$ cat config.mk
export PLATFORM = sky130hd
export DESIGN_NAME = jpeg_huffman_code_generator
export DESIGN_NICKNAME = d
export VERILOG_FILES = /design/src/jhcg_pkg.sv /design/src/jhcg_store.sv /design/src/jhcg_stepper.sv /design/src/jpeg_huffman_code_generator.sv
export SDC_FILE = /design/constraint.sdc
export NUM_CORES = 1
export LEC_CHECK = 0
export BUFFER_PORTS_ARGS = -buffer_cell sky130_fd_sc_hd__buf_2
export CAP_MARGIN = 40
export CORE_AREA = 2 2 135 235
export CTS_CLUSTER_SIZE = 14
export DETAILED_ROUTE_END_ITERATION = 8
export DIE_AREA = 0 0 137 237
export PLACE_DENSITY = 0.59
export SLEW_MARGIN = 20
export SYNTH_ARGS = -nofsm -noshare
export SYNTH_HDL_FRONTEND = slang
export SYNTH_SLANG_ARGS = --single-unit
$ cat constraint.sdc
create_clock -name clk -period 7.8 [get_ports clk]
set_input_delay 0.39 -clock clk [delete_from_list [all_inputs] [get_ports clk]]
set_output_delay 0.39 -clock clk [all_outputs]
set_load 0.005 [all_outputs]
$ cat src/jhcg_pkg.sv
// Shared types and constants for the JPEG canonical Huffman code generator.
// Used by jhcg_store, jhcg_stepper and jpeg_huffman_code_generator. No dependencies.
package jhcg_pkg;

  localparam int DEF_MAX_CODE_LENGTH = 16;

  localparam int OP_W   = 2;
  localparam int CNT_W  = 8;
  localparam int SYM_W  = 8;
  localparam int LEN_W  = 5;
  localparam int CODE_W = 16;
  localparam int RUN_W  = 17;
  localparam int SLOT_W = 8;

  localparam logic [OP_W-1:0] OP_LOAD    = 2'd0;
  localparam logic [OP_W-1:0] OP_ASSIGN  = 2'd1;
  localparam logic [OP_W-1:0] OP_RESTART = 2'd2;

  // Commands from the sequencer to the code state.
  typedef struct packed {
    logic clear;
    logic step;
    logic commit;
  } jhcg_ctl_t;

  // Status of the code state seen by the sequencer.
  typedef struct packed {
    logic              need_step;
    logic              exhausted;
    logic [CODE_W-1:0] code_bits;
    logic [LEN_W-1:0]  code_length;
  } jhcg_stat_t;

endpackage

$ cat src/jhcg_store.sv
// Per-length code count store with its load pointer.
// Depends on jhcg_pkg.
module jhcg_store #(
  parameter int MAX_CODE_LENGTH = jhcg_pkg::DEF_MAX_CODE_LENGTH
) (
  input  logic                       clk,
  input  logic                       rst_n,
  input  logic                       load,
  input  logic                       clear,
  input  logic [jhcg_pkg::CNT_W-1:0] load_count,
  input  logic [jhcg_pkg::LEN_W-1:0] rd_len,
  output logic [jhcg_pkg::CNT_W-1:0] rd_count
);
  import jhcg_pkg::*;

  localparam int IDX_W = (MAX_CODE_LENGTH > 1) ? $clog2(MAX_CODE_LENGTH) : 1;
  localparam int LD_W  = $clog2(MAX_CODE_LENGTH + 1);

  logic [CNT_W-1:0] store_r [MAX_CODE_LENGTH];
  logic [LD_W-1:0]  loaded_r;
  logic [LEN_W-1:0] rd_off;
  logic [IDX_W-1:0] rd_idx;
  logic             room;

  assign room   = loaded_r < LD_W'(MAX_CODE_LENGTH);
  assign rd_off = rd_len - LEN_W'(1);
  assign rd_idx = rd_off[IDX_W-1:0];

  always_ff @(posedge clk) begin
    if (!rst_n || clear) begin
      loaded_r <= '0;
      for (int i = 0; i < MAX_CODE_LENGTH; i++) begin
        store_r[i] <= '0;
      end
    end else if (load && room) begin
      store_r[loaded_r[IDX_W-1:0]] <= load_count;
      loaded_r                     <= loaded_r + LD_W'(1);
    end
  end

  // Lengths outside the table hold no codes.
  always_comb begin
    rd_count = '0;
    if (rd_len != '0 && rd_len <= LEN_W'(MAX_CODE_LENGTH)) begin
      rd_count = store_r[rd_idx];
    end
  end

endmodule

$ cat src/jhcg_stepper.sv
// Canonical code state: current length, codes used at it and the running code.
// One compare-and-shift step per cycle under control of the top-level sequencer.
// Depends on jhcg_pkg.
module jhcg_stepper #(
  parameter int MAX_CODE_LENGTH = jhcg_pkg::DEF_MAX_CODE_LENGTH
) (
  input  logic                       clk,
  input  logic                       rst_n,
  input  jhcg_pkg::jhcg_ctl_t        ctl,
  input  logic [jhcg_pkg::CNT_W-1:0] count,
  output logic [jhcg_pkg::LEN_W-1:0] cur_length,
  output jhcg_pkg::jhcg_stat_t       stat
);
  import jhcg_pkg::*;

  logic [LEN_W-1:0] cur_r, cur_nxt;
  logic [CNT_W-1:0] used_r, used_nxt;
  logic [RUN_W-1:0] code_r, code_nxt;
  logic [RUN_W-1:0] mask;
  logic             in_range;

  assign in_range   = cur_r <= LEN_W'(MAX_CODE_LENGTH);
  assign cur_length = cur_r;
  assign mask       = (RUN_W'(1) << cur_r) - RUN_W'(1);

  always_comb begin
    stat.need_step   = in_range && (used_r >= count);
    stat.exhausted   = !in_range;
    stat.code_bits   = code_r[CODE_W-1:0] & mask[CODE_W-1:0];
    stat.code_length = cur_r;
  end

  always_comb begin
    cur_nxt  = cur_r;
    used_nxt = used_r;
    code_nxt = code_r;
    if (ctl.clear) begin
      cur_nxt  = LEN_W'(1);
      used_nxt = '0;
      code_nxt = '0;
    end else if (ctl.step) begin
      // Move to the next length; the code doubles only while a length remains.
      cur_nxt  = cur_r + LEN_W'(1);
      used_nxt = '0;
      if (cur_r < LEN_W'(MAX_CODE_LENGTH)) begin
        code_nxt = {code_r[RUN_W-2:0], 1'b0};
      end
    end else if (ctl.commit && in_range) begin
      used_nxt = used_r + CNT_W'(1);
      code_nxt = code_r + RUN_W'(1);
    end
  end

  always_ff @(posedge clk) begin
    if (!rst_n) begin
      cur_r  <= LEN_W'(1);
      used_r <= '0;
      code_r <= '0;
    end else begin
      cur_r  <= cur_nxt;
      used_r <= used_nxt;
      code_r <= code_nxt;
    end
  end

endmodule

$ cat src/jpeg_huffman_code_generator.sv
// JPEG canonical Huffman code generator, top level: sequencer, handshake and result register.
// Count loads and restarts are taken in S_IDLE, which they do not leave. An assigned symbol
// moves to S_STEP, which skips k empty or used-up code lengths, 0 to MAX_CODE_LENGTH, one per
// cycle through the shared compare-and-shift step of jhcg_stepper, then stores its result once
// the result register is free; in_ready stays low until then. rst_n is synchronous and active
// low; it empties the count store, sets the code length to one and drops out_valid.
module jpeg_huffman_code_generator #(
  parameter int MAX_CODE_LENGTH = jhcg_pkg::DEF_MAX_CODE_LENGTH
) (
  input  logic                        clk,
  input  logic                        rst_n,
  input  logic                        in_valid,
  output logic                        in_ready,
  input  logic [jhcg_pkg::OP_W-1:0]   in_opcode,
  input  logic [jhcg_pkg::CNT_W-1:0]  in_length_count,
  input  logic [jhcg_pkg::SYM_W-1:0]  in_symbol_value,
  output logic                        out_valid,
  input  logic                        out_ready,
  output logic [jhcg_pkg::CODE_W-1:0] out_code_bits,
  output logic [jhcg_pkg::LEN_W-1:0]  out_code_length,
  output logic [jhcg_pkg::SLOT_W-1:0] out_table_index,
  output logic [jhcg_pkg::SYM_W-1:0]  out_symbol_echo,
  output logic                        out_status
);
  import jhcg_pkg::*;

  localparam logic [3:0] NIBBLE_ALL = 4'hF;

  typedef enum logic {
    S_IDLE,
    S_STEP
  } state_t;

  state_t           state_r, state_nxt;
  logic [SYM_W-1:0] sym_r, sym_nxt;
  logic             out_valid_r, out_valid_nxt;
  logic [CODE_W-1:0] code_bits_r, code_bits_nxt;
  logic [LEN_W-1:0]  code_length_r, code_length_nxt;
  logic [SLOT_W-1:0] table_index_r, table_index_nxt;
  logic [SYM_W-1:0]  symbol_echo_r, symbol_echo_nxt;
  logic              status_r, status_nxt;

  logic             in_xfer;
  logic             finish;
  logic [3:0]       run;
  logic [3:0]       size;
  logic [SLOT_W-1:0] slot;
  logic [CNT_W-1:0] count;
  logic [LEN_W-1:0] cur_length;
  jhcg_ctl_t        ctl;
  jhcg_stat_t       stat;

  assign in_ready = (state_r == S_IDLE);
  assign in_xfer  = in_valid && in_ready;

  // A symbol finishes once no length needs skipping and the result register is free.
  assign finish = (state_r == S_STEP) && !stat.need_step && (!out_valid_r || out_ready);

  always_comb begin
    ctl.clear  = in_xfer && (in_opcode == OP_RESTART);
    ctl.step   = (state_r == S_STEP) && stat.need_step;
    ctl.commit = finish;
  end

  jhcg_store #(
    .MAX_CODE_LENGTH(MAX_CODE_LENGTH)
  ) u_store (
    .clk       (clk),
    .rst_n     (rst_n),
    .load      (in_xfer && (in_opcode == OP_LOAD)),
    .clear     (ctl.clear),
    .load_count(in_length_count),
    .rd_len    (cur_length),
    .rd_count  (count)
  );

  jhcg_stepper #(
    .MAX_CODE_LENGTH(MAX_CODE_LENGTH)
  ) u_stepper (
    .clk       (clk),
    .rst_n     (rst_n),
    .ctl       (ctl),
    .count     (count),
    .cur_length(cur_length),
    .stat      (stat)
  );

  // Table slot: run times ten plus size, with one extra when the run nibble is all ones.
  assign run  = sym_r[7:4];
  assign size = sym_r[3:0];
  assign slot = {1'b0, run, 3'b000} + {3'b000, run, 1'b0} + {4'b0000, size}
              + {{(SLOT_W-1){1'b0}}, (run == NIBBLE_ALL)};

  always_comb begin
    state_nxt       = state_r;
    sym_nxt         = sym_r;
    out_valid_nxt   = out_valid_r && !out_ready;
    code_bits_nxt   = code_bits_r;
    code_length_nxt = code_length_r;
    table_index_nxt = table_index_r;
    symbol_echo_nxt = symbol_echo_r;
    status_nxt      = status_r;
    unique case (state_r)
      S_IDLE: begin
        if (in_xfer && (in_opcode == OP_ASSIGN)) begin
          sym_nxt   = in_symbol_value;
          state_nxt = S_STEP;
        end
      end
      S_STEP: begin
        if (finish) begin
          out_valid_nxt   = 1'b1;
          table_index_nxt = slot;
          symbol_echo_nxt = sym_r;
          status_nxt      = stat.exhausted;
          code_bits_nxt   = stat.exhausted ? '0 : stat.code_bits;
          code_length_nxt = stat.exhausted ? '0 : stat.code_length;
          state_nxt       = S_IDLE;
        end
      end
      default: state_nxt = S_IDLE;
    endcase
  end

  always_ff @(posedge clk) begin
    if (!rst_n) begin
      state_r     <= S_IDLE;
      out_valid_r <= 1'b0;
    end else begin
      state_r     <= state_nxt;
      out_valid_r <= out_valid_nxt;
    end
    sym_r         <= sym_nxt;
    code_bits_r   <= code_bits_nxt;
    code_length_r <= code_length_nxt;
    table_index_r <= table_index_nxt;
    symbol_echo_r <= symbol_echo_nxt;
    status_r      <= status_nxt;
  end

  assign out_valid       = out_valid_r;
  assign out_code_bits   = code_bits_r;
  assign out_code_length = code_length_r;
  assign out_table_index = table_index_r;
  assign out_symbol_echo = symbol_echo_r;
  assign out_status      = status_r;

  // A finished symbol never overwrites a result that has not been transferred.
  a_hold_when_full: assert property (@(posedge clk) disable iff (!rst_n)
    (state_r == S_STEP && !stat.need_step && out_valid_r && !out_ready) |=> state_r == S_STEP)
    else $error("symbol finished while result register was occupied");

  // An exhausted result carries no code.
  a_exhausted_empty: assert property (@(posedge clk) disable iff (!rst_n)
    (out_valid_r && out_status) |-> (out_code_length == '0 && out_code_bits == '0))
    else $error("exhausted result carries a code");

  // An assigned code has a length inside the table.
  a_length_range: assert property (@(posedge clk) disable iff (!rst_n)
    (out_valid_r && !out_status) |->
      (out_code_length != '0 && out_code_length <= LEN_W'(MAX_CODE_LENGTH)))
    else $error("assigned code length out of range");

  // Skipping a length never happens outside symbol processing.
  a_step_only_busy: assert property (@(posedge clk) disable iff (!rst_n)
    ctl.step |-> (state_r == S_STEP && !in_ready))
    else $error("length step outside symbol processing");

endmodule
======== Word level (Yosys, flattened, before mapping) ========
Memories as Yosys holds them, arrays and structs flattened.
Cells that the tools add are included.
operators by class
  shift-type cells ........................ 1
  multiplexer cells ....................... 17
  add/sub/neg operators ................... 9
  reduce and logical (&&, ||, !) cells .... 28
  $lt $le $gt $ge ......................... 4
  equal/unequal tests ..................... 4
  multipliers ............................. 0
  div/mod/pow operators ................... 0
  bitwise operators ....................... 3
operators with widths
  kind                     number
  $mux W17                 3
  $add A17 B1 Y17 const B  1
  $and A16 B16 Y16         1
  $mux W8                  2
  $shl A1 B5 Y16 const A   1
  $sub A16 B2 Y16 const B  1
  $logic_and A1 B1 Y1      12
  $add A5 B1 Y5 const B    2
  $lt A5 B5 Y1 const B     2
  $mux W1                  10
  $add A7 B5 Y8            1
  $add A8 B1 Y8            1
  $add A8 B1 Y8 const B    1
  $add A8 B4 Y8            1
  $ge A8 B8 Y1             1
  $reduce_or A8 Y1         1
  $reduce_and A2 Y1        3
  $le A5 B5 Y1 const B     1
  $logic_not A1 Y1         5
  $reduce_bool A5 Y1       1
  $eq A4 B4 Y1 const B     1
  $mux W4                  1
  $sub A4 B1 Y4 const B    1
  $reduce_or A3 Y1         1
  9 further kinds          11
storage, ports and cells
  memory bits (writable) .................. 128
  bits in latches ......................... 0
  output and inout bits ................... 40
  register bits ........................... 83
  memories kept ........................... 1
  ROM bits ................................ 0
  input port bits ......................... 22
memories
  name             depth  width  read ports  clocked after Yosys merged registers in  wr ports  line              text
  u_store.store_r  16     8      1           0                                        16        jhcg_store.sv:19  logic [CNT_W-1:0] store_r [MAX_CODE_LENGTH];

======== Longest topological paths before layout ========
Gate-level depths: netlist of run 1.
  depth in word-level cells ............... 11
  mapped depth ............................ 18

======== By module ========
A second synthesis of run 1 with hierarchy kept.
unflattened totals
  cells, all modules ...................... 889
  area total of the unflattened synthesis .. 10740.3 um^2
modules (own cells, without submodules)
  module                       times used  cells an instance  area each (um^2)  seq. area each (um^2)
  jhcg_store                   1           439                6311.1            3943.8
  jhcg_stepper                 1           328                2471.1            580.6
  jpeg_huffman_code_generator  1           122                1958.1            1421.4

======== Least setup slack after synthesis of run 1 ========
OpenSTA, ideal clock, no wires.
  path kind ............................... register to register
  from .................................... register u_stepper.cur_r[0], in the netlist u_stepper.cur_length[0]
  to ...................................... register code_bits_r[0], in the netlist out_code_bits[0], enable pin
  buffers on the path ..................... 5
  data arrival time ....................... 4.984 ns
  cell stages (with the launch flop) ...... 16
  clock period less this slack ............ 5.383 ns
  path slack .............................. 2.417 ns
  cell sequence ........................... dfxtp_1 -> buf_2 -> buf_2 -> inv_1 -> ha_1 -> clkbuf_1 -> buf_1 -> mux4_2 -> mux4_2 -> and2_1 -> ha_1 -> nand2b_4 -> a2111oi_4 -> o31a_1 -> clkbuf_1 -> and3_1
on the way
  longest elaborated chain between the ends .. 9
  elaborated cells between the ends (all ways) .. 12
  those cells by class .................... add/sub: 1; order compare: 2; mux: 1; reduce/logical: 7; memory: 1
RTL lines
  what                                line                                text
  start: declaration                  jhcg_stepper.sv:16                  logic [LEN_W-1:0] cur_r, cur_nxt;
  start signal: assignment            jhcg_stepper.sv:60                  cur_r <= cur_nxt;
  $sub A4 B1 Y4                       jhcg_store.sv:26                    assign rd_off = rd_len - LEN_W'(1);
  named net u_store.rd_off[0]         jhcg_store.sv:21                    logic [LEN_W-1:0] rd_off;
  $mem_v2 Z16 W8                      -
  $mux W8                             jhcg_store.sv:44                    if (rd_len != '0 && rd_len <= LEN_W'(MAX_CODE_LENGTH)) begin
  $ge A8 B8 Y1                        jhcg_stepper.sv:27                  stat.need_step = in_range && (used_r >= count);
  $logic_and A1 B1 Y1                 jhcg_stepper.sv:27
  $logic_not A1 Y1                    jpeg_huffman_code_generator.sv:57   assign finish = (state_r == S_STEP) && !stat.need_step && (!out_valid_r || out_ready);
  $logic_and A1 B1 Y1 (2 in a row)    jpeg_huffman_code_generator.sv:57
  $reduce_and A2 Y1 (no source line)  -
  end signal: assignment              jpeg_huffman_code_generator.sv:134  code_bits_r <= code_bits_nxt;
  end: declaration                    jpeg_huffman_code_generator.sv:37   logic [CODE_W-1:0] code_bits_r, code_bits_nxt;
The timed path passes the listed nets, and every way through them passes these cells.
A chain may end at the register's enable or synchronous reset.

======== Worst setup path in the final report of run 1 ========
  from .................................... register u_stepper.cur_r[2], in the netlist u_stepper.cur_length[2]
  to ...................................... register u_stepper.code_r[5]
on the way
  longest elaborated chain between the ends .. 11
  elaborated cells between the ends (all ways) .. 18
  those cells by class .................... add/sub: 1; order compare: 3; eq/ne: 1; mux: 2; reduce/logical: 10; memory: 1
RTL lines
  what                                                   line                               text
  $sub A4 B1 Y4, or another cell as far along            jhcg_store.sv:26
  $mem_v2 Z16 W8 or $logic_and A1 B1 Y1 (tied branches)  -
  $mux W8                                                jhcg_store.sv:44
  $ge A8 B8 Y1                                           jhcg_stepper.sv:27
  $logic_and A1 B1 Y1                                    jhcg_stepper.sv:27
  $logic_not A1 Y1                                       jpeg_huffman_code_generator.sv:57
  $logic_and A1 B1 Y1 (2 in a row)                       jpeg_huffman_code_generator.sv:57
  $logic_and A1 B1 Y1                                    jhcg_stepper.sv:48                 end else if (ctl.commit && in_range) begin
  $reduce_bool A2 Y1 (no source line)                    -
  $reduce_and A2 Y1 (no source line)                     -
  end signal: assignment                                 jhcg_stepper.sv:62                 code_r <= code_nxt;
  end: declaration                                       jhcg_stepper.sv:18                 logic [RUN_W-1:0] code_r, code_nxt;
Several ways; a longest one is shown, not always the timed one.

==> flow_summary.json, run 1 <==
{
  "h-tree-depth": 1,
  "status": "completed",
  "yosysUniqueCellTypes": 67,
  "cpPeakStageDelay_ps": 710,
  "numCtsBuffers": 20,
  "grt_max_degree": 39,
  "syn_area_um2": 10600,
  "path_max_fanout": 15,
  "die_x_um": 137,
  "synth.area.top_cells": "edfxtp_1, mux4_2, and2_1",
  "die_area_um2": 32500,
  "gp_congestion": 0.863,
  "grt_pass1_wl_mm": 40.2,
  "relSlewSlack": 0.418,
  "maxCapViolCount": 0,
  "hold_buffers": 0,
  "period_share": 0.630,
  "cp_num_cells": 12,
  "cp-startpoint": "u_stepper.cur_length[2]",
  "crit_path_frequent_cell": "ha_1",
  "end_kind": "register",
  "vias": 6905,
  "ant_nets": 0,
  "drt_iter0_drc": 503,
  "cp_cell_sequence": "inv_1 -> ha_1 -> mux4_2 -> and2_1 -> ha_1 -> nand2b_4 -> a2111oi_4 -> or3_4 -> a21boi_0 -> buf_4 -> o21ai_0 -> o32ai_1",
  "reg2reg_to": "u_stepper.code_r[5]",
  "crit_type": "register to register",
  "io_buffers": 61,
  "critPathRequiredTime_ps": 8180,
  "nNetsFinal": 953,
  "final_common_cell": "edfxtp_1",
  "grt_pass1_vias": 7088,
  "final_max_slew_viol_count": 0,
  "first_pass_iters": 5,
  "r2r_start": "u_stepper.cur_length[2]",
  "route.detailed.drc": 0,
  "finalSetupViolCount": 0,
  "core_um2": 30600,
  "clk_pin_slew_worst_paths_ps": 60,
  "cp-start-kind": "register",
  "ys_warn_count": 0,
  "max_freq_mhz": 203,
  "start_util": 0.345,
  "met1_length_mm": 8.82,
  "power_leakage_uw": 0.00433,
  "final_cell_mix": "edfxtp_1, and2_1, buf_2",
  "postSynthAreaPerCell_um2": 12.6,
  "ctsRootBufferMaster": "clkbuf_16",
  "yosysTopAreaCell": "edfxtp_1",
  "grt_use_total": 0.163,
  "crit_arrival_ps": 5300,
  "syn_nets": 893,
  "n_antenna_cell": 0,
  "top_layer": "met4",
  "finalHoldViolCount": 0,
  "post-cts-setup-buffers": 0,
  "tightest_slew_ps": 866,
  "wl_met3_um": 926,
  "r2r_slack_ps": 2880,
  "clock_latency_ps": 530,
  "crit_buf_inv": 2,
  "cts_num_sinks": 210,
  "synth-async-reset-ratio": 0,
  "synth_edf_count": 174,
  "p_total_uw": 2350,
  "cp_slowest_cell": "ha_1",
  "die_h_um": 237,
  "n_fill_cell": 2946,
  "vdd_drop_max_mv": 0.122,
  "ys.flop_type": "edfxtp_1",
  "wl_met2_mm": 15.2,
  "yosysSeqAreaShare": 0.563,
  "wl_per_cell_um": 20.0,
  "hp-class": "input port to register",
  "dpl_worst_slack_ps": 2740,
  "antenna_found_initial": 0,
  "yosys_register_bits": 210,
  "ios": 62,
  "cts_buffer_depth": 3,
  "worstRegToRegCells": 12,
  "cp_top_family": "compound AO/OA/AOI/OAI gates",
  "fin_ws_ps": 2880,
  "postCtsResizedCells": 0,
  "routed_wl_mm": 26.0,
  "rows": 85,
  "tritoncts": "yes",
  "synth_top_area_frac": 0.494,
  "drive_gt1_frac": 0.189,
  "crit_path_end": "u_stepper.code_r[5]",
  "rsz0062_at_grt": "false",
  "fin_setup_tns_ps": 0,
  "viasPerCell": 5.31,
  "synthToLayoutAreaGrowth_pct": 13.4,
  "p_per_area_nw_per_um2": 196,
  "syn_inst": 836,
  "min_period_ps": 4920,
  "holdWs_ps": 58.0,
  "dp_hpwl_mm": 19.3,
  "final.setup_skew_ps": 27.5,
  "grt_remaining_overflow": 0
}
flip-flops by register name, summed over array words and instances (netlist names):
register	count
out_status	1
state_r	1
sym_r	8
u_store.store_r	128
u_stepper.code_r	16
out_table_index	8
out_code_bits	16
u_store.loaded_r	5
u_stepper.cur_length	5
out_valid	1
u_stepper.used_r	8
out_symbol_echo	8
out_code_length	5
cell families after synthesis:
| group | synth area share |
|---|---|
| compound gates | 0.0815 |
| xor+xnor | 0.0199 |
| fa+ha+maj | 0.0429 |
| buf+inv | 0.0262 |
| flops | 0.563 |
| mux | 0.0881 |
| simple gates | 0.179 |
area by class of cell:
| type | count | area, µm² | share of cell area |
|---|---|---|---|
| flip-flops and latches | 210 | 5950 | 0.496 |
| multi-input cells | 561 | 4350 | 0.363 |
| clock buffers | 26 | 533 | 0.0445 |
| repair buffers | 85 | 513 | 0.0428 |
| well taps | 391 | 489 | 0.0408 |
| clock inverters | 9 | 81.3 | 0.00679 |
| inverters | 18 | 67.6 | 0.00564 |
metrics by stage:
step	instances	cell area, µm²	utilization
2_1_floorplan	836	10600	-
3_3_place_gp	1256	11300	0.368
3_5_place_dp	1263	11300	0.370
4_1_cts	1298	11900	0.390
5_1_grt	1300	12000	0.391
6_report	1300	12000	0.391
cell usage after synthesis, drive strengths merged (5+ instances only):
master,instances
nor3b,7
a211oi,10
nand2b,18
nand4,12
mux4,40
a21oi,26
nand2,46
dfxtp,36
nor2,51
clkbuf,31
and2,131
and3,8
nor3,17
edfxtp,174
o22ai,6
nor2b,7
or3,6
buf,16
ha,33
inv,18
xnor2,13
o221a,5
o21ai,32
xor2,11
nand3,17
a221oi,5
worst reg2reg max path, delay by kind of cell, from the launching register on:
kind	cells	cell delay, ps
compound gates	4	1400
fa+ha+maj	2	980
buf+inv	2	490
flops	1	670
mux	1	580
simple gates	3	660
worst min path at each step:
| stage | start | to | slack [ps] | cells past startpoint |
|---|---|---|---|---|
| 6_report | in_symbol_value[0] | sym_r[0] | 60 | 1 |
| 5_1_grt | in_symbol_value[0] | sym_r[0] | 40 | 1 |
| 2_1_floorplan | sym_r[0] | out_symbol_echo[0] | 430 | 0 |
| 4_1_cts | in_symbol_value[0] | sym_r[0] | 30 | 1 |
| 3_3_place_gp | sym_r[0] | out_symbol_echo[0] | 460 | 0 |
| 3_5_place_dp | sym_r[0] | out_symbol_echo[0] | 470 | 0 |
layer usage:
| metal | global-route usage | vias up |
|---|---|---|
| met5 | 0 | - |
| met4 | 0.0734 | 0 |
| met3 | 0.0167 | 49 |
| met2 | 0.325 | 187 |
| met1 | 0.163 | 3432 |
| li1 | - | 3237 |
where the power goes:
group          leakage, µW  switching [µW]  internal (µW)
Clock             0.000300             423            518
Combinational      0.00198            86.3           54.0
Sequential         0.00205            13.8           1250
Total              0.00433             523           1820
(Power assumes the default switching activity.)
==> run 2: changes to the inputs <==
PLACE_DENSITY = 0.61   (was 0.59)
clock period = 4.5 ns   (was 7.8 ns; I/O delays follow)
==> run 2 against run 1 <==
Compared with the run above:
- wire length is 0.46% higher
- die area stayed put
- power is 76% higher
- via count is 0.61% lower
- combinational power is 79% higher
- register-to-register slack worse by 2500 ps
- clock skew is 13 ps lower
- global-route usage is 0.081 points higher
- flip-flop and latch count stayed put
- fmax is 19% higher
- critical path type unchanged
- largest cell class unchanged
==> flow_summary.json, run 2 (same netlist as run 1, synthesis figures left out) <==
{
  "rsz0062_at_grt": "false",
  "grt_max_degree": 39,
  "fin_ws_ps": 366,
  "critPathRequiredTime_ps": 4860,
  "power_leakage_uw": 0.00441,
  "viasPerCell": 5.21,
  "ant_nets": 0,
  "final_max_slew_viol_count": 0,
  "h-tree-depth": 1,
  "dpl_worst_slack_ps": 375,
  "cp_top_family": "compound AO/OA/AOI/OAI gates",
  "post-cts-setup-buffers": 0,
  "vias": 6863,
  "min_period_ps": 4130,
  "cts_buffer_depth": 3,
  "hp-class": "input port to register",
  "finalHoldViolCount": 0,
  "core_um2": 30600,
  "path_max_fanout": 33,
  "cp-start-kind": "register",
  "routed_wl_mm": 26.2,
  "grt_use_total": 0.164,
  "cp_slowest_cell": "o21ai_0",
  "io_buffers": 61,
  "period_share": 0.919,
  "die_area_um2": 32500,
  "die_x_um": 137,
  "maxCapViolCount": 0,
  "drive_gt1_frac": 0.192,
  "n_fill_cell": 2929,
  "die_h_um": 237,
  "wl_per_cell_um": 19.9,
  "largest_register": "u_store.store_r",
  "cp_cell_sequence": "inv_1 -> ha_1 -> buf_12 -> mux4_2 -> mux4_2 -> and2_1 -> ha_1 -> nand2b_4 -> a2111oi_4 -> or3_4 -> a21boi_0 -> o21ai_0 -> o32ai_1",
  "vdd_drop_max_mv": 0.211,
  "clk_pin_slew_worst_paths_ps": 70,
  "final_common_cell": "edfxtp_1",
  "grt_pass1_wl_mm": 40.5,
  "final.setup_skew_ps": 14.9,
  "final_cell_mix": "edfxtp_1, and2_1, buf_2",
  "start_util": 0.345,
  "tightest_slew_ps": 780,
  "relSlewSlack": 0.476,
  "largest_reg_flops": 128,
  "n_antenna_cell": 0,
  "clock_latency_ps": 500,
  "synthToLayoutAreaGrowth_pct": 14.9,
  "crit_buf_inv": 2,
  "end_kind": "register",
  "drt_iter0_drc": 525,
  "finalSetupViolCount": 0,
  "ctsRootBufferMaster": "clkbuf_16",
  "ios": 62,
  "grt_pass1_vias": 7118,
  "cts_num_sinks": 210,
  "crit_type": "register to register",
  "crit_arrival_ps": 4500,
  "fin_setup_tns_ps": 0,
  "route.detailed.drc": 0,
  "cpPeakStageDelay_ps": 570,
  "dp_hpwl_mm": 19.7,
  "numCtsBuffers": 20,
  "first_pass_iters": 5,
  "grt_remaining_overflow": 0,
  "p_per_area_nw_per_um2": 339,
  "gp_congestion": 0.877,
  "antenna_found_initial": 0,
  "tritoncts": "yes",
  "nNetsFinal": 970,
  "status": "completed",
  "rows": 85,
  "max_freq_mhz": 242
}
## run 2: cell count changes in the layout (fill, tap and decap cells not counted), sizes merged
cell         delta
buf            +10
dlygate4sd3     +8
clkbuf          +1
clkinv          -4
bufinv          +1
clkinvlp        +1
## run 2: cell type report
class	count	area, µm²	share of cell area
Sequential cell	210	5950	0.490
Multi-Input combinational cell	561	4350	0.358
Timing Repair Buffer	102	648	0.0534
Clock buffer	28	552	0.0455
Tap cell	391	489	0.0403
Clock inverter	7	85.1	0.00701
Inverter	18	67.6	0.00557
## run 2: power by group
part | switching, µW | internal [µW] | leakage [µW]
Sequential | 25.1 | 2170 | 0.00205
Combinational | 151 | 99.6 | 0.00206
Clock | 706 | 971 | 0.000303
## run 2: worst paths after layout
check        slack [ps]  depth (start not counted)                    start                   to
max                 370                         13  u_stepper.cur_length[0]  u_stepper.code_r[2]
max reg2reg         370                         13  u_stepper.cur_length[0]  u_stepper.code_r[2]
min                  80                          2                    rst_n              state_r
min reg2reg         480                          0                 sym_r[0]   out_symbol_echo[0]
## run 2: repair_timing
action / 4_1_cts / 5_1_grt
resized for setup: 0 / 0
hold endpoints to repair: 8 / 0
hold buffers: 8 / 0
## run 2: per-stage QoR
stage	cells	hold WS [ps]	cell area (µm²)	utilization	power, µW
floorplan	836	324	10600	-	2380
global placement	1269	404	11400	0.372	2470
detailed placement	1274	404	11400	0.373	2480
CTS	1317	57.9	12100	0.396	4170
global route	1317	72.3	12100	0.396	4260
finish	1317	77.6	12100	0.396	4120
## run 2: metal layers
layer  wire length [µm]  share of wire  global-route usage  vias up
met3                806          0.031              0.0165       61
li1                   -              -                   -     3272
met4               1270          0.049              0.0781        0
met1               8640           0.33               0.159     3337
met5                  0              0                   0        -
met2              15400           0.59               0.331      193
==> run 3: changes to the inputs <==
PLACE_DENSITY = default   (was 0.61)
==> run 3 against run 2 <==
Compared with the run above:
- combinational power about the same
- fmax is 0.78% lower
- via count is 1.2% higher
- final area is 0.39% higher
- flip-flop and latch count stayed put
- clock skew is 8.2 ps higher
- clock power increased by 8%
==> flow_summary.json, run 3 (same netlist as run 1, synthesis figures left out) <==
{
  "status": "completed",
  "holdWs_ps": 54.0,
  "grt_use_total": 0.166,
  "nNetsFinal": 972,
  "top_layer": "met4",
  "met1_length_mm": 8.42,
  "worstRegToRegCells": 13,
  "max_freq_mhz": 240,
  "path_max_fanout": 16,
  "ios": 62,
  "period_share": 0.926,
  "viasPerCell": 5.27,
  "grt_pass1_vias": 7276,
  "largest_reg_flops": 128,
  "critPathRequiredTime_ps": 4910,
  "tightest_slew_ps": 812,
  "maxCapViolCount": 0,
  "min_to": "state_r",
  "gp_congestion": 0.890,
  "start_util": 0.345,
  "finalHoldViolCount": 0,
  "hp-class": "input port to register",
  "rsz0062_at_grt": "false",
  "r2r_slack_ps": 330,
  "drt_iter0_drc": 539,
  "antenna_found_initial": 0,
  "rows": 85,
  "crit_type": "register to register",
  "wl_per_cell_um": 20.1,
  "final_common_cell": "edfxtp_1",
  "drive_gt1_frac": 0.198,
  "min_from": "rst_n",
  "clk_pin_slew_worst_paths_ps": 60,
  "grt_remaining_overflow": 0,
  "finalSetupViolCount": 0,
  "min_period_ps": 4170,
  "numCtsBuffers": 21,
  "crit_arrival_ps": 4580,
  "clock_latency_ps": 520,
  "die_x_um": 137,
  "synthToLayoutAreaGrowth_pct": 15.3,
  "grt_pass1_wl_mm": 40.6,
  "cp-start-kind": "register",
  "die_h_um": 237,
  "vdd_drop_max_mv": 0.202,
  "tritoncts": "yes",
  "n_antenna_cell": 0,
  "wl_met2_mm": 15.1,
  "cts_num_sinks": 210,
  "r2r_start": "u_stepper.cur_length[0]",
  "core_um2": 30600,
  "h-tree-depth": 1,
  "route.detailed.drc": 0,
  "final.setup_skew_ps": 23.0,
  "routed_wl_mm": 26.5,
  "ctsRootBufferMaster": "clkbuf_16",
  "hold_depth": 2,
  "cts_buffer_depth": 3,
  "first_pass_iters": 5,
  "io_buffers": 61,
  "power_leakage_uw": 0.00443,
  "die_area_um2": 32500,
  "post-cts-setup-buffers": 0,
  "relSlewSlack": 0.455,
  "fin_setup_tns_ps": 0,
  "p_per_area_nw_per_um2": 349,
  "wl_met3_um": 947,
  "end_kind": "register",
  "ant_nets": 0,
  "largest_register": "u_store.store_r",
  "vias": 6948,
  "final_max_slew_viol_count": 0,
  "grt_max_degree": 39,
  "dp_hpwl_mm": 19.8,
  "final_cell_mix": "edfxtp_1, and2_1, buf_2",
  "reg2reg_to": "u_stepper.code_r[9]"
}
==> run 3: cell types whose count changed in the layout (fill, tap and decap cells not counted), sizes merged <==
| cell | previous run | this run |
|---|---|---|
| clkbuf | 28 | 24 |
| clkinv | 3 | 6 |
| bufinv | 2 | 4 |
| buf | 94 | 95 |
==> run 3: layer usage <==
metal	up-vias	GRT usage
li1	3277	-
met1	3364	0.155
met2	215	0.323
met3	92	0.0180
met4	0	0.115
met5	-	0
==> run 3: how the worst max path moves through the flow <==
stage	to	from	slack (ps)
after floorplan	out_code_bits[0]	u_stepper.cur_length[0]	60
after global placement	u_stepper.code_r[2]	u_stepper.cur_length[1]	130
after CTS	u_stepper.code_r[5]	u_stepper.cur_length[0]	90
final	u_stepper.code_r[9]	u_stepper.cur_length[0]	330
after detailed placement	u_stepper.code_r[5]	u_stepper.cur_length[0]	110
after global routing	u_stepper.code_r[1]	u_stepper.cur_length[1]	60
==> run 3: power breakdown <==
part,switching (µW),total [µW],internal (µW)
clock network,727,1810,1080
logic,153,252,98.8
registers,24.9,2190,2170
total,904,4250,3350
==> run 3: layout make-up <==
cell class,instances,area [µm²]
Multi-Input combinational cell,561,4350
Clock buffer,24,537
Sequential cell,210,5950
Clock inverter,12,159
Fill cell,2914,18400
Timing Repair Buffer,103,634
Tap cell,391,489
Inverter,18,67.6
==> run 3: through the flow <==
| stage | std cells | setup WS (ps) | area [µm²] | util | power [µW] |
|---|---|---|---|---|---|
| 2_1_floorplan | 836 | 57.3 | 10600 | - | 2380 |
| 3_3_place_gp | 1271 | 132 | 11400 | 0.372 | 2480 |
| 3_5_place_dp | 1275 | 113 | 11400 | 0.372 | 2480 |
| 4_1_cts | 1319 | 91.4 | 12200 | 0.398 | 4290 |
| 5_1_grt | 1319 | 56.4 | 12200 | 0.398 | 4380 |
| 6_report | 1319 | 333 | 12200 | 0.398 | 4250 |
==> run 3: repair_timing <==
action / CTS / global route
setup endpoints to repair: 0 / 10
hold buffers: 8 / 0
endpoints found under the hold margin: 8 / 0
resized for setup: 0 / 3
==> run 3: worst max-delay path, stage by stage (launching register included) <==
cell and delay, ps:
dfxtp_2 330, inv_1 70, ha_2 590, buf_4 300, mux4_2 330, mux4_2 470
nand2_1 80, ha_1 260, a21oi_1 220, and3_1 240, and2_1 410, nand2_8 120
a221o_1 380, a221oi_2 250
